### src/sib_pkg.sv
package sib_pkg;

   localparam int CAPACITY   = 16;
   localparam int INDEX_BITS = 16;

   // stored width: the value field is 16 bits, of which only INDEX_BITS are kept
   localparam int STORE_BITS = (INDEX_BITS < 16) ? INDEX_BITS : 16;
   localparam int ADDR_BITS  = (CAPACITY > 1) ? $clog2(CAPACITY) : 1;
   localparam int COUNT_BITS = $clog2(CAPACITY + 1);

   typedef enum logic [1:0] {
      OP_INSERT = 2'd0,
      OP_DUMP   = 2'd1,
      OP_CLEAR  = 2'd2
   } opcode_type;

   typedef enum logic [1:0] {
      STATUS_OK    = 2'd0,
      STATUS_FULL  = 2'd1,
      STATUS_EMPTY = 2'd2
   } status_type;

   typedef enum logic [1:0] {
      STATE_IDLE,
      STATE_INS_SCAN,
      STATE_INS_PLACE,
      STATE_DUMP
   } state_type;

   typedef struct packed {
      logic                  wr_en;
      logic [ADDR_BITS-1:0]  wr_addr;
      logic [STORE_BITS-1:0] wr_data;
      logic                  rd_en;
      logic [ADDR_BITS-1:0]  rd_addr;
   } mem_req_type;

endpackage

### src/sib_ram.sv
module sib_ram #(
   parameter int DEPTH = 16,
   parameter int WIDTH = 16
) (
   input  logic                             clock,
   input  logic                             wr_en,
   input  logic [$clog2(DEPTH > 1 ? DEPTH : 2)-1:0] wr_addr,
   input  logic [WIDTH-1:0]                 wr_data,
   input  logic                             rd_en,
   input  logic [$clog2(DEPTH > 1 ? DEPTH : 2)-1:0] rd_addr,
   output logic [WIDTH-1:0]                 rd_data
);

   logic [WIDTH-1:0] mem [DEPTH];
   logic [WIDTH-1:0] rd_data_ff;

   always_ff @(posedge clock) begin
      if (wr_en) begin
         mem[wr_addr] <= wr_data;
      end
   end

   always_ff @(posedge clock) begin
      if (rd_en) begin
         rd_data_ff <= mem[rd_addr];
      end
   end

   assign rd_data = rd_data_ff;

endmodule

### src/sib_ctrl.sv
module sib_ctrl (
   input  logic                            clock,
   input  logic                            reset,
   input  logic                            req_tvalid,
   output logic                            req_tready,
   input  logic [15:0]                     req_tdata,  // value
   input  logic [1:0]                      req_tuser,  // opcode
   output logic                            rsp_tvalid,
   input  logic                            rsp_tready,
   output logic [15:0]                     rsp_tdata,  // entry
   output logic                            rsp_tlast,
   output logic [1:0]                      rsp_tuser,  // status
   output sib_pkg::mem_req_type            mem_req,
   input  logic [sib_pkg::STORE_BITS-1:0]  mem_rd_data
);

   sib_pkg::state_type                    state_ff, state_in;
   logic [sib_pkg::COUNT_BITS-1:0]        count_ff, count_in;
   logic [sib_pkg::ADDR_BITS-1:0]         idx_ff, idx_in;
   logic [sib_pkg::STORE_BITS-1:0]        value_ff, value_in;
   logic                                  rsp_valid_ff, rsp_valid_in;
   logic [sib_pkg::STORE_BITS-1:0]        rsp_entry_ff, rsp_entry_in;
   logic                                  rsp_last_ff, rsp_last_in;
   sib_pkg::status_type                   rsp_status_ff, rsp_status_in;

   logic                                  accept;
   logic                                  out_free;
   logic                                  full;
   logic                                  scan_greater;
   logic                                  dump_last;
   logic                                  dump_load;
   sib_pkg::opcode_type                   opcode;

   assign opcode       = sib_pkg::opcode_type'(req_tuser);
   assign out_free     = !rsp_valid_ff || rsp_tready;
   assign req_tready   = (state_ff == sib_pkg::STATE_IDLE) && out_free;
   assign accept       = req_tvalid && req_tready;
   assign full         = (count_ff == sib_pkg::COUNT_BITS'(sib_pkg::CAPACITY));
   assign scan_greater = (mem_rd_data > value_ff);
   assign dump_last    = (sib_pkg::COUNT_BITS'(idx_ff) == count_ff - sib_pkg::COUNT_BITS'(1));
   assign dump_load    = (state_ff == sib_pkg::STATE_DUMP) && out_free;

   // next state
   always_comb begin
      state_in = state_ff;
      unique case (state_ff)
         sib_pkg::STATE_IDLE: begin
            if (accept) begin
               unique case (opcode)
                  sib_pkg::OP_INSERT: begin
                     if (!full) begin
                        state_in = (count_ff == '0) ? sib_pkg::STATE_INS_PLACE
                                                    : sib_pkg::STATE_INS_SCAN;
                     end
                  end
                  sib_pkg::OP_DUMP: begin
                     if (count_ff != '0) begin
                        state_in = sib_pkg::STATE_DUMP;
                     end
                  end
                  default: state_in = sib_pkg::STATE_IDLE;
               endcase
            end
         end
         sib_pkg::STATE_INS_SCAN: begin
            if (!scan_greater) begin
               state_in = sib_pkg::STATE_IDLE;
            end else if (idx_ff == '0) begin
               state_in = sib_pkg::STATE_INS_PLACE;
            end
         end
         sib_pkg::STATE_INS_PLACE: begin
            state_in = sib_pkg::STATE_IDLE;
         end
         sib_pkg::STATE_DUMP: begin
            if (dump_load && dump_last) begin
               state_in = sib_pkg::STATE_IDLE;
            end
         end
         default: state_in = sib_pkg::STATE_IDLE;
      endcase
   end

   // datapath and memory requests
   always_comb begin
      count_in      = count_ff;
      idx_in        = idx_ff;
      value_in      = value_ff;
      rsp_valid_in  = rsp_valid_ff && !rsp_tready;
      rsp_entry_in  = rsp_entry_ff;
      rsp_last_in   = rsp_last_ff;
      rsp_status_in = rsp_status_ff;
      mem_req       = '0;

      unique case (state_ff)
         sib_pkg::STATE_IDLE: begin
            if (accept) begin
               value_in      = sib_pkg::STORE_BITS'(req_tdata);
               rsp_entry_in  = '0;
               rsp_last_in   = 1'b1;
               rsp_status_in = sib_pkg::STATUS_OK;
               unique case (opcode)
                  sib_pkg::OP_INSERT: begin
                     rsp_valid_in = 1'b1;
                     if (full) begin
                        rsp_status_in = sib_pkg::STATUS_FULL;
                     end else begin
                        count_in = count_ff + sib_pkg::COUNT_BITS'(1);
                        // scan starts at the top entry and walks down
                        idx_in   = sib_pkg::ADDR_BITS'(count_ff - sib_pkg::COUNT_BITS'(1));
                        mem_req.rd_en   = (count_ff != '0);
                        mem_req.rd_addr = sib_pkg::ADDR_BITS'(count_ff - sib_pkg::COUNT_BITS'(1));
                     end
                  end
                  sib_pkg::OP_DUMP: begin
                     if (count_ff == '0) begin
                        rsp_valid_in  = 1'b1;
                        rsp_status_in = sib_pkg::STATUS_EMPTY;
                     end else begin
                        idx_in          = '0;
                        mem_req.rd_en   = 1'b1;
                        mem_req.rd_addr = '0;
                     end
                  end
                  sib_pkg::OP_CLEAR: begin
                     rsp_valid_in = 1'b1;
                     count_in     = '0;
                  end
                  default: rsp_valid_in = rsp_valid_ff && !rsp_tready;
               endcase
            end
         end
         sib_pkg::STATE_INS_SCAN: begin
            mem_req.wr_en   = 1'b1;
            mem_req.wr_addr = idx_ff + sib_pkg::ADDR_BITS'(1);
            if (scan_greater) begin
               // move the larger entry up one slot
               mem_req.wr_data = mem_rd_data;
               if (idx_ff != '0) begin
                  idx_in          = idx_ff - sib_pkg::ADDR_BITS'(1);
                  mem_req.rd_en   = 1'b1;
                  mem_req.rd_addr = idx_ff - sib_pkg::ADDR_BITS'(1);
               end
            end else begin
               mem_req.wr_data = value_ff;
            end
         end
         sib_pkg::STATE_INS_PLACE: begin
            mem_req.wr_en   = 1'b1;
            mem_req.wr_addr = '0;
            mem_req.wr_data = value_ff;
         end
         sib_pkg::STATE_DUMP: begin
            if (dump_load) begin
               rsp_valid_in  = 1'b1;
               rsp_entry_in  = mem_rd_data;
               rsp_last_in   = dump_last;
               rsp_status_in = sib_pkg::STATUS_OK;
               if (!dump_last) begin
                  idx_in          = idx_ff + sib_pkg::ADDR_BITS'(1);
                  mem_req.rd_en   = 1'b1;
                  mem_req.rd_addr = idx_ff + sib_pkg::ADDR_BITS'(1);
               end
            end
         end
         default: mem_req = '0;
      endcase
   end

   always_ff @(posedge clock) begin
      if (reset) begin
         state_ff     <= sib_pkg::STATE_IDLE;
         count_ff     <= '0;
         rsp_valid_ff <= 1'b0;
      end else begin
         state_ff     <= state_in;
         count_ff     <= count_in;
         rsp_valid_ff <= rsp_valid_in;
      end
   end

   always_ff @(posedge clock) begin
      idx_ff        <= idx_in;
      value_ff      <= value_in;
      rsp_entry_ff  <= rsp_entry_in;
      rsp_last_ff   <= rsp_last_in;
      rsp_status_ff <= rsp_status_in;
   end

   assign rsp_tvalid = rsp_valid_ff;
   assign rsp_tdata  = 16'(rsp_entry_ff);
   assign rsp_tlast  = rsp_last_ff;
   assign rsp_tuser  = rsp_status_ff;

`ifndef NO_ASSERTIONS
   a_count_bound: assert property (@(posedge clock) disable iff (reset)
      count_ff <= sib_pkg::COUNT_BITS'(sib_pkg::CAPACITY))
      else $error("entry count above capacity");

   a_no_same_addr: assert property (@(posedge clock) disable iff (reset)
      (mem_req.wr_en && mem_req.rd_en) |-> (mem_req.wr_addr != mem_req.rd_addr))
      else $error("read and write hit the same entry");

   a_write_in_range: assert property (@(posedge clock) disable iff (reset)
      mem_req.wr_en |-> (sib_pkg::COUNT_BITS'(mem_req.wr_addr) < count_ff))
      else $error("write beyond the filled part of the store");

   a_dump_ends: assert property (@(posedge clock) disable iff (reset)
      (dump_load && dump_last) |=> (state_ff == sib_pkg::STATE_IDLE) && rsp_tvalid && rsp_tlast)
      else $error("dump did not close with a last item");

   a_busy_no_accept: assert property (@(posedge clock) disable iff (reset)
      (state_ff != sib_pkg::STATE_IDLE) |-> !req_tready)
      else $error("input taken while store is busy");
`endif

endmodule

### src/sorted_insert_buffer_core.sv
// Sorted insertion list of up to CAPACITY indices held in a single-port-write,
// single-port-read RAM. Opcode rides in req_tuser (0 insert, 1 dump, 2 clear,
// 3 ignored), the value in req_tdata. Insert and clear answer with one item on
// the cycle after they are taken (status in rsp_tuser: 0 ok, 1 full and
// dropped). A stored insert then keeps the block busy while the RAM walks from
// the top entry down, moving each larger entry up one slot, so equal values
// keep arrival order. A dropped insert, a clear, an empty dump and an ignored
// opcode leave the block idle. A dump streams the entries in ascending order in
// rsp_tdata, the first one passing through the RAM read register and then the
// output register, and then one per cycle while rsp_tready stays high, with
// rsp_tlast on the final one; an empty store gives a single item with status 2.
// The next request is taken only once the RAM walk of the previous one is done
// and the output register is empty or being read.
module sorted_insert_buffer_core (
   input  logic        clock,
   input  logic        reset,
   input  logic        req_tvalid,
   output logic        req_tready,
   input  logic [15:0] req_tdata,   // value[15:0]
   input  logic [1:0]  req_tuser,   // opcode[1:0]
   output logic        rsp_tvalid,
   input  logic        rsp_tready,
   output logic [15:0] rsp_tdata,   // entry[15:0]
   output logic        rsp_tlast,
   output logic [1:0]  rsp_tuser    // status[1:0]
);

   sib_pkg::mem_req_type                mem_req;
   logic [sib_pkg::STORE_BITS-1:0]      mem_rd_data;

   sib_ram #(
      .DEPTH (sib_pkg::CAPACITY),
      .WIDTH (sib_pkg::STORE_BITS)
   ) u_ram (
      .clock   (clock),
      .wr_en   (mem_req.wr_en),
      .wr_addr (mem_req.wr_addr),
      .wr_data (mem_req.wr_data),
      .rd_en   (mem_req.rd_en),
      .rd_addr (mem_req.rd_addr),
      .rd_data (mem_rd_data)
   );

   sib_ctrl u_ctrl (
      .clock       (clock),
      .reset       (reset),
      .req_tvalid  (req_tvalid),
      .req_tready  (req_tready),
      .req_tdata   (req_tdata),
      .req_tuser   (req_tuser),
      .rsp_tvalid  (rsp_tvalid),
      .rsp_tready  (rsp_tready),
      .rsp_tdata   (rsp_tdata),
      .rsp_tlast   (rsp_tlast),
      .rsp_tuser   (rsp_tuser),
      .mem_req     (mem_req),
      .mem_rd_data (mem_rd_data)
   );

endmodule
### config.mk
export PLATFORM = sky130hd
export DESIGN_NAME = sorted_insert_buffer_core
export DESIGN_NICKNAME = d
export VERILOG_FILES = /design/src/sib_pkg.sv /design/src/sib_ram.sv /design/src/sib_ctrl.sv /design/src/sorted_insert_buffer_core.sv
export SDC_FILE = /design/constraint.sdc
export NUM_CORES = 1
export LEC_CHECK = 0
export BUFFER_PORTS_ARGS = -buffer_cell sky130_fd_sc_hd__buf_2
export CORE_ASPECT_RATIO = 0.9
export CORE_MARGIN = 3
export CORE_UTILIZATION = 62
export DETAILED_ROUTE_END_ITERATION = 8
export PLACE_DENSITY = 0.8
export SETUP_SLACK_MARGIN = 0.1
export SLEW_MARGIN = 20
export SYNTH_ARGS = -nofsm -noshare
export SYNTH_HDL_FRONTEND = slang
export SYNTH_HIERARCHICAL = 1
export SYNTH_SLANG_ARGS = --single-unit
### constraint.sdc
create_clock -name clock -period 4.2 [get_ports clock]
set_input_delay 0.63 -clock clock [delete_from_list [all_inputs] [get_ports clock]]
set_output_delay 0.63 -clock clock [all_outputs]
set_load 0.02 [all_outputs]
[After elaboration in Yosys (flattened, before gate mapping)]
Memories as Yosys holds them, arrays and structs flattened. A register that Yosys moved wholly into a read port is not among the register bits.
Cells that the tools add are included.
Operators by class
  reductions and logical operators: 23
  equality and inequality tests: 19
  order comparisons: 1
  muxes and demuxes: 50
  add/subtract/negate cells: 4
Operators with widths (count)
  16-bit 2-to-1 mux: 3
  21-bit case mux with 2 select lines: 1
  5-bit 2-to-1 mux: 8
  16-bit case mux with 2 select lines: 1
  4-bit 2-to-1 mux: 7
  2-bit 2-to-1 mux: 10
  5-bit case mux with 2 select lines: 2
  16-bit greater-than comparator: 1
  3-bit inequality test (second input constant): 5
  5-bit case mux with 3 select lines: 1
  2-bit case mux with 2 select lines: 3
  4-bit case mux with 3 select lines: 1
  9-bit AND reduction: 1
  1-bit 2-to-1 mux: 8
  2-bit by 1-bit inequality test with 1-bit output (second input constant): 4
  2-bit case mux with 4 select lines: 1
  4-bit case mux with 2 select lines: 1
  2-bit equality test (second input constant): 3
  2-bit inequality test (second input constant): 3
  1-bit case mux with 2 select lines: 3
  5-bit by 1-bit adder with 5-bit output (second input constant): 1
  4-bit by 5-bit equality test with 1-bit output: 1
  5-bit equality test (second input constant): 1
  1-bit logical AND: 5
  18 further kinds: 22
Word-level totals
  flip-flop bits (word level): 47
  word-level logic and storage cells: 106
  bits of input ports: 22
  memory bits (writable): 256
  memories kept: 1
  output and inout port bits: 21
Memory list
  u_ram.mem: words 16, width 16, rd ports 1, clocked after memory_dff 1, wr ports 1, line sib_ram.sv:14  | logic [WIDTH-1:0] mem [DEPTH];

[Longest topological paths before layout]
Gate-level depths: netlist of run 1.
  depth after elaboration: 6
  gate-level depth with buffers: 15
  depth with buffers taken out: 12

[Cells and area by module]
Netlist of run 1, hierarchy kept.
By module, submodules not included
  sib_ram: sequential area each 8167.8 um2, cells each 432, area an instance 10202.3 um2, times used 1
  sib_ctrl: sequential area each 1331.3 um2, cells each 305, area an instance 3109.2 um2, times used 1

[Worst setup path after synthesis of run 1]
No wires, ideal clock.
  path type: register to register
  from: register u_ram.rd_data_ff[15] (netlist: u_ram/rd_data[15]) (read register of u_ram.mem)
  to: register u_ram.rd_data_ff[11] (netlist: u_ram/rd_data[11]) (read register of u_ram.mem) (data pin)
  library setup time: 0.259 ns
  path buffers: 2
  arrival: 3.196 ns
  cell stages (with the launch flop): 12
  period minus slack after synthesis: 3.455 ns
  path slack: 0.745 ns
  required time: 3.941 ns
  cell sequence: edfxtp_1 > ha_1 > nand4_4 > a2111oi_4 > o31ai_4 > o32a_2 > o31ai_1 > buf_6 > buf_6 > mux4_1 > a22oi_1 > nand2_1
RTL lines
  start: declaration: line sib_ram.sv:15  | logic [WIDTH-1:0] rd_data_ff;

==> results of run 1 <==
[power breakdown]
part,switching [mW],internal [mW],total (mW)
clock network,1.14,1.62,2.76
registers,0.0758,3.72,3.80
logic,0.750,0.456,1.21
[cell type report]
cell class / count / share of cell area, %
Clock buffer: 35 / 5.05
Multi-Input combinational cell: 356 / 23.4
Timing Repair Buffer: 99 / 4.57
Tap cell: 286 / 2.35
Sequential cell: 319 / 62.3
Clock inverter: 19 / 1.61
Inverter: 28 / 0.689
[how the worst max path moves through the flow]
stage / startpoint / to / slack [ns] / cells past startpoint
2_1_floorplan: u_ram/rd_data[15] / u_ram/rd_data[11] / 0.74 / 11
4_1_cts: u_ram/rd_data[11] / u_ram/rd_data[12] / 0.15 / 11
3_5_place_dp: u_ctrl/count_ff[0] / u_ram/rd_data[12] / 0.18 / 13
3_3_place_gp: u_ram/rd_data[15] / u_ram/rd_data[12] / 0.26 / 11
5_1_grt: u_ram/rd_data[3] / u_ram/rd_data[15] / 0.1 / 11
6_report: u_ram/rd_data[1] / u_ram/rd_data[12] / 0.21 / 12
[worst max-delay path: cells and delay by family, from the launching register on]
| kind | cells | cell delay (ns) |
|---|---|---|
| muxes | 1 | 0.52 |
| AOI/OAI and AO/OA | 6 | 1.74 |
| adders and majority gates | 1 | 0.34 |
| DFF | 1 | 0.42 |
| buffers and inverters | 2 | 0.44 |
| and+or+nand+nor | 2 | 0.28 |
[cell usage after synthesis (4+ instances only)]
cell | n | area, sq um
a21oi_1 | 19 | 95.1
a22oi_1 | 47 | 353
and2_1 | 17 | 106
buf_1 | 4 | 15.0
buf_2 | 4 | 20.0
buf_4 | 6 | 45.0
buf_6 | 4 | 45.0
clkbuf_1 | 15 | 56.3
dfxtp_1 | 8 | 160
edfxtp_1 | 311 | 9340
ha_1 | 26 | 325
inv_1 | 28 | 105
mux4_1 | 10 | 263
mux4_2 | 54 | 1220
nand2_1 | 35 | 131
nand2b_1 | 6 | 37.5
nand3_1 | 7 | 35.0
nand4_1 | 5 | 31.3
nor2_1 | 38 | 143
nor2b_1 | 17 | 106
nor3_1 | 8 | 40.0
o21ai_0 | 12 | 60.1
xor2_1 | 9 | 78.8
[timing repair]
| action | CTS | global route |
|---|---|---|
| resized for setup | 0 | 2 |
| setup endpoints to repair | 0 | 12 |
| setup buffers | 0 | 9 |
| hold endpoints to repair | 0 | 0 |
[through the flow]
stage,worst slack [ns],power (mW),utilization [%],std cells,hold WS [ns]
after global placement,0.264,4.94,67.5,1078,0.487
after detailed placement,0.180,5.00,67.5,1078,0.503
after floorplan,0.745,4.62,-,737,0.460
after CTS,0.152,7.75,72.3,1132,0.222
final,0.211,7.77,72.8,1142,0.235
after global routing,0.0954,8.01,72.8,1142,0.221
[sequential cells by signal (all words and copies together) (netlist names)]
register,flops
u_ctrl/rsp_tlast,1
u_ctrl/value_ff,16
u_ctrl/state_ff,2
u_ctrl/rsp_tvalid,1
u_ram/mem,256
u_ram/rd_data,16
u_ctrl/idx_ff,4
u_ctrl/rsp_tdata,16
u_ctrl/rsp_tuser,2
u_ctrl/count_ff,5
[per-layer routing]
| layer | wire, um | GRT usage [%] | share of wire (%) |
|---|---|---|---|
| met1 | 11100 | 37.3 | 36 |
| met2 | 15400 | 43.6 | 50 |
| met3 | 3400 | 4.71 | 11 |
| met4 | 1050 | 9.15 | 3.4 |
| met5 | 0 | 0 | 0 |
[cells by family (layout without fill, tap and decap cells)]
family          Yosys count  in the layout
xor+xnor                 12             12
flops                   319            319
compound gates          105            105
fa+ha+maj                26             26
buf+inv                  62            181
simple gates            149            149
mux                      64             64
==> run_results.csv, run 1 <==
group,metric,value,unit
floorplan,ios,43,
cells_and_area,syn_to_final_growth,14.6,%
run,drv_cap,0,
setup_path,critPathRequiredTime,4.51,ns
power,p_leak,5.00,nW
sta,drv_slew,0,
clock_tree,cts_tree,"yes",
routing,drt-initial-drc-count,980,
cells_and_area,diodes,0,
floorplan,start_util,63.5,%
synthesis,synthesis.area,13300,sq um
grt,grt.total_usage,26.8,%
cells_and_area,final_cell_mix,"311 x edfxtp_1, 54 x mux4_2, 52 x buf_4",
routing,finalWirelength,30.9,mm
power,p_per_area,509,nW/um^2
floorplan,die_area,23300,sq um
synthesis,ys_ff_latch,319,
synthesis,synthFlopType,"edfxtp_1",
routing,firstDrtPassIters,5,
clock_tree,holdBufCountCts,0,
setup_path,critPathMaxFanout,14,
cells_and_area,fin_nets,882,
power,ir_worst_vdd,0.496,mV
synthesis,yosys_warnings,6,
synthesis,synthSimpleGateAreaFrac,5.88,%
synthesis,synth_top_family_by_area,"multiplexers",
floorplan,core,21000,sq um
hold_path,whs_path_depth,1,
clock_tree,worstSkewPairLatency,0.57,ns
placement,port_buffers,42,
placement,gp_congestion,0.907,
floorplan,die_w,160,um
grt,antenna_found_initial,0,
floorplan,rows,50,
cells_and_area,drive_gt1_share,26.3,%
hold_path,hold_class,"input pin to flip-flop",
synthesis,synth_edf_count,311,
setup_path,r2r_start,"u_ram/rd_data[1]",
sta,setup_violations,0,
synthesis,synth-compound-area-share,6.05,%
cells_and_area,postLayoutCellArea,15300,sq um
synthesis,ys_seq_area_share,71.4,%
hold_path,holdPathEnd,"u_ctrl/value_ff[8]",
clock_tree,cts_buffers,30,
synthesis,synthCells,737,
sta,hold_viol_final,0,
sta,tightestPinTransition,0.939,ns
setup_path,reg2reg_depth,12,
setup_path,worstPathCellList,"ha_1, nor2b_4, o211ai_4, a2111oi_4, o31ai_4, o32a_2, o31ai_4, clkbuf_16, buf_12, mux4_2, a22oi_1, nand2_1",
setup_path,reg2reg_slack,0.21,ns
placement,post_dp_cell_area,14100,sq um
synthesis,avgSynthCellArea,18.1,sq um
floorplan,die_h,145,um
setup_path,critical_path_class,"flip-flop to flip-flop",
routing,viasPerCell,6.65,
sta,period_share,95.0,%
grt,overflow,0,
placement,dpl.hpwl,18.2,mm
routing,postRouteAntennaNets,0,
synthesis,synthAdderAreaFrac,2.44,%
sta,fin_crit,3.99,ns
sta,slew_headroom,37.3,%
setup_path,critPathArrivalTime,4.30,ns
sta,max_freq,251,MHz
setup_path,crit_path_top_delay_cell,"mux4_2",
grt,grt_pass1_vias,7778,
cells_and_area,final_common_cell,"edfxtp_1",
routing,wl_per_cell,27.1,um
setup_path,critPathMaxStageDelay,0.52,ns
clock_tree,root_buffer,"clkbuf_16",
setup_path,crit_top_cell,"o31ai_4",
routing,vias,7599,
cells_and_area,regArea,9500,sq um
grt,grt_pass1_wl,46.9,mm
clock_tree,path_clk_slew,0.06,ns
sta,rsz0062_at_grt,"false",
status,status,"finished clean",
cells_and_area,multi_input_area,3580,sq um
sta,fin_tns_setup,0,ns
cells_and_area,num-fill-cells,1168,
synthesis,synth_mux_area_share,11.1,%
synthesis,synth_xor_area_share,0.893,%
clock_tree,cts-htree-levels,1,
grt,grt_max_degree,53,
setup_path,start_kind,"flip-flop",
routing,remaining_drc_errors,0,
synthesis,ys_types,62,
synthesis,async_flop_share,0,%
hold_path,hold_start,"req_tdata[8]",
setup_path,r2r-end,"u_ram/rd_data[12]",
setup_path,worst_setup_path_end_kind,"flip-flop",
sta,skew,0.0227,ns
synthesis,syn_nets,785,
clock_tree,ctsLongestPathBuffers,3,
clock_tree,clock_sinks,319,
Power figures use the tool's default switching activity.
==> run 2, diff against run 1 <==
--- a/config.mk
+++ b/config.mk
@@ -8,9 +8,9 @@
 export BUFFER_PORTS_ARGS = -buffer_cell sky130_fd_sc_hd__buf_2
 export CORE_ASPECT_RATIO = 0.9
 export CORE_MARGIN = 3
-export CORE_UTILIZATION = 62
+export CORE_UTILIZATION = 53
 export DETAILED_ROUTE_END_ITERATION = 8
-export PLACE_DENSITY = 0.8
+export PLACE_DENSITY = 0.7
 export SETUP_SLACK_MARGIN = 0.1
 export SLEW_MARGIN = 20
 export SYNTH_ARGS = -nofsm -noshare
==> run 2 against run 1 <==
Largest cell class unchanged. Flip-flop and latch count stayed put. Sequential share of layout area decreased by 0.059 points. Highest routed layer unchanged. Routed wire length shrank 7.9%. Worst hold slack better by 0.020 ns. Count of clock-buffer cells in the layout grew 1. Critical endpoint unchanged. Utilization down 10 points. Final cell count up 4.1%.
==> run_results.csv, run 2 (synthesis gave the netlist of run 1 again) <==
group,metric,value,unit
sta,rsz0062_at_grt,"false",
clock_tree,worstSkewPairLatency,0.55,ns
cells_and_area,syn_to_final_growth,14.7,%
setup_path,critical-path-top-delay-family,"compound AO/OA/AOI/OAI gates",
routing,remaining_drc_errors,0,
clock_tree,clock_sinks,319,
setup_path,worstPathCellList,"ha_1, nand4_1, a2111oi_4, o31ai_4, o32a_2, o31ai_4, buf_12, buf_12, mux4_2, a22oi_1, nand2_1",
floorplan,die_area,27100,sq um
cells_and_area,top_register,"u_ram/mem",
routing,wl_per_cell,24.0,um
floorplan,rows,54,
placement,port_buffers,42,
clock_tree,root_buffer,"clkbuf_16",
sta,max_freq,255,MHz
sta,skew,0.0150,ns
floorplan,start_util,54.4,%
grt,grt_max_degree,65,
status,status,"finished clean",
cells_and_area,regArea,9500,sq um
setup_path,crit_buf_inv,2,
sta,tightestPinTransition,1.09,ns
sta,setup_violations,0,
routing,firstDrtPassIters,5,
sta,fin_crit,3.92,ns
grt,grt_pass1_vias,7248,
routing,postRouteAntennaNets,0,
setup_path,critPathMaxStageDelay,0.51,ns
hold_path,hold_class,"input pin to flip-flop",
placement,dpl.hpwl,18.1,mm
run,drv_cap,0,
floorplan,die_h,156,um
setup_path,crit_path_top_delay_cell,"mux4_2",
setup_path,critPathMaxFanout,19,
grt,grt.total_usage,21.1,%
clock_tree,cts_buffers,30,
setup_path,critPathRequiredTime,4.47,ns
cells_and_area,stdcell_count,1189,
grt,grt_pass1_wl,43.5,mm
cells_and_area,drive_gt1_share,25.1,%
power,ir_worst_vdd,0.375,mV
cells_and_area,final_cell_mix,"311 x edfxtp_1, 54 x mux4_2, 47 x a22oi_1, 47 x buf_4, 42 x buf_2",
setup_path,critical_path_class,"flip-flop to flip-flop",
floorplan,die_w,173,um
sta,fin_tns_setup,0,ns
routing,finalWirelength,28.5,mm
clock_tree,cts_tree,"yes",
setup_path,critPathArrivalTime,4.19,ns
grt,overflow,0,
routing,vias,7142,
cells_and_area,largest_reg_flops,256,
setup_path,reg2reg_slack,0.28,ns
routing,drt-initial-drc-count,777,
cells_and_area,num-fill-cells,1749,
sta,period_share,93.3,%
cells_and_area,fin_nets,877,
placement,post-place-cells,1131,
clock_tree,ctsResizeCount,0,
cells_and_area,diodes,0,
setup_path,worst_setup_path_end_kind,"flip-flop",
sta,hold_viol_final,0,
floorplan,core,24500,sq um
grt,antenna_found_initial,0,
clock_tree,cts-htree-levels,1,
cells_and_area,final_common_cell,"edfxtp_1",
setup_path,start_kind,"flip-flop",
floorplan,ios,43,
clock_tree,path_clk_slew,0.06,ns
routing,viasPerCell,6.01,
placement,gp_congestion,0.939,
clock_tree,ctsLongestPathBuffers,3,
cells_and_area,multi_input_area,3560,sq um
power,p_leak,4.96,nW
sta,drv_slew,0,
sta,slew_headroom,27.5,%
power,p_per_area,504,nW/um^2
[run 2: cell types whose count changed in the layout (fill, tap and decap cells not counted), sizes merged]
cell / change
buf: -4
clkinvlp: +1
inv: +1
clkinv: -1
[run 2: metal layers]
layer / track usage [%] / vias up / part of all wire, %
li1: - / 3140 / -
met3: 3.08 / 49 / 5.7
met1: 30.0 / 3680 / 42
met2: 34.9 / 273 / 50
met5: 0 / - / 0
met4: 5.63 / 0 / 2.3
[run 2: worst paths after layout]
| path | from | endpoint | cells after the start |
|---|---|---|---|
| setup / recovery | u_ram/rd_data[11] | u_ram/rd_data[12] | 11 |
| hold reg to reg | u_ctrl/state_ff[0] | u_ctrl/state_ff[0] | 2 |
| hold / removal | req_tdata[6] | u_ctrl/value_ff[6] | 1 |
| setup reg to reg | u_ram/rd_data[11] | u_ram/rd_data[12] | 11 |
[run 2: cell type report]
| cell class | instances | share of cell area [%] |
|---|---|---|
| tap | 336 | 2.75 |
| clock inverter | 20 | 1.58 |
| clock buffer | 36 | 5.07 |
| sequential | 319 | 62.2 |
| inverter | 28 | 0.689 |
| timing repair buffer | 94 | 4.34 |
| multi-input combinational | 356 | 23.3 |
[run 2: report_power, final]
part           switching, mW  total, mW  leakage, nW  internal (mW)
Clock                   1.12       2.75        0.485           1.62
Sequential            0.0657       3.79         2.76           3.72
Combinational          0.713       1.16         1.72          0.443
Total                   1.90       7.69         4.96           5.79
[run 2: what timing repair did]
item,in CTS,in global routing
endpoints found under the setup margin,0,1
setup buffers,0,2
hold buffers,0,0
[run 2: metrics by stage]
step	utilization (%)	power [mW]	cell area, sq um	setup slack [ns]	hold slack (ns)
6_report	62.4	7.69	15300	0.280	0.255
5_1_grt	62.4	7.96	15300	0.120	0.230
4_1_cts	62.3	7.73	15200	0.279	0.232
3_5_place_dp	58.2	5.01	14200	0.276	0.492
3_3_place_gp	58.2	4.97	14200	0.423	0.485
2_1_floorplan	-	4.62	13300	0.745	0.460
[run 2: worst reg2reg max path, stage by stage, from the launching register on]
cell and delay (ns):
edfxtp_1 0.42, ha_1 0.34, nand4_1 0.27, a2111oi_4 0.44, o31ai_4 0.13, o32a_2 0.41, o31ai_4 0.22, buf_12 0.25
buf_12 0.21, mux4_2 0.51, a22oi_1 0.27, nand2_1 0.16
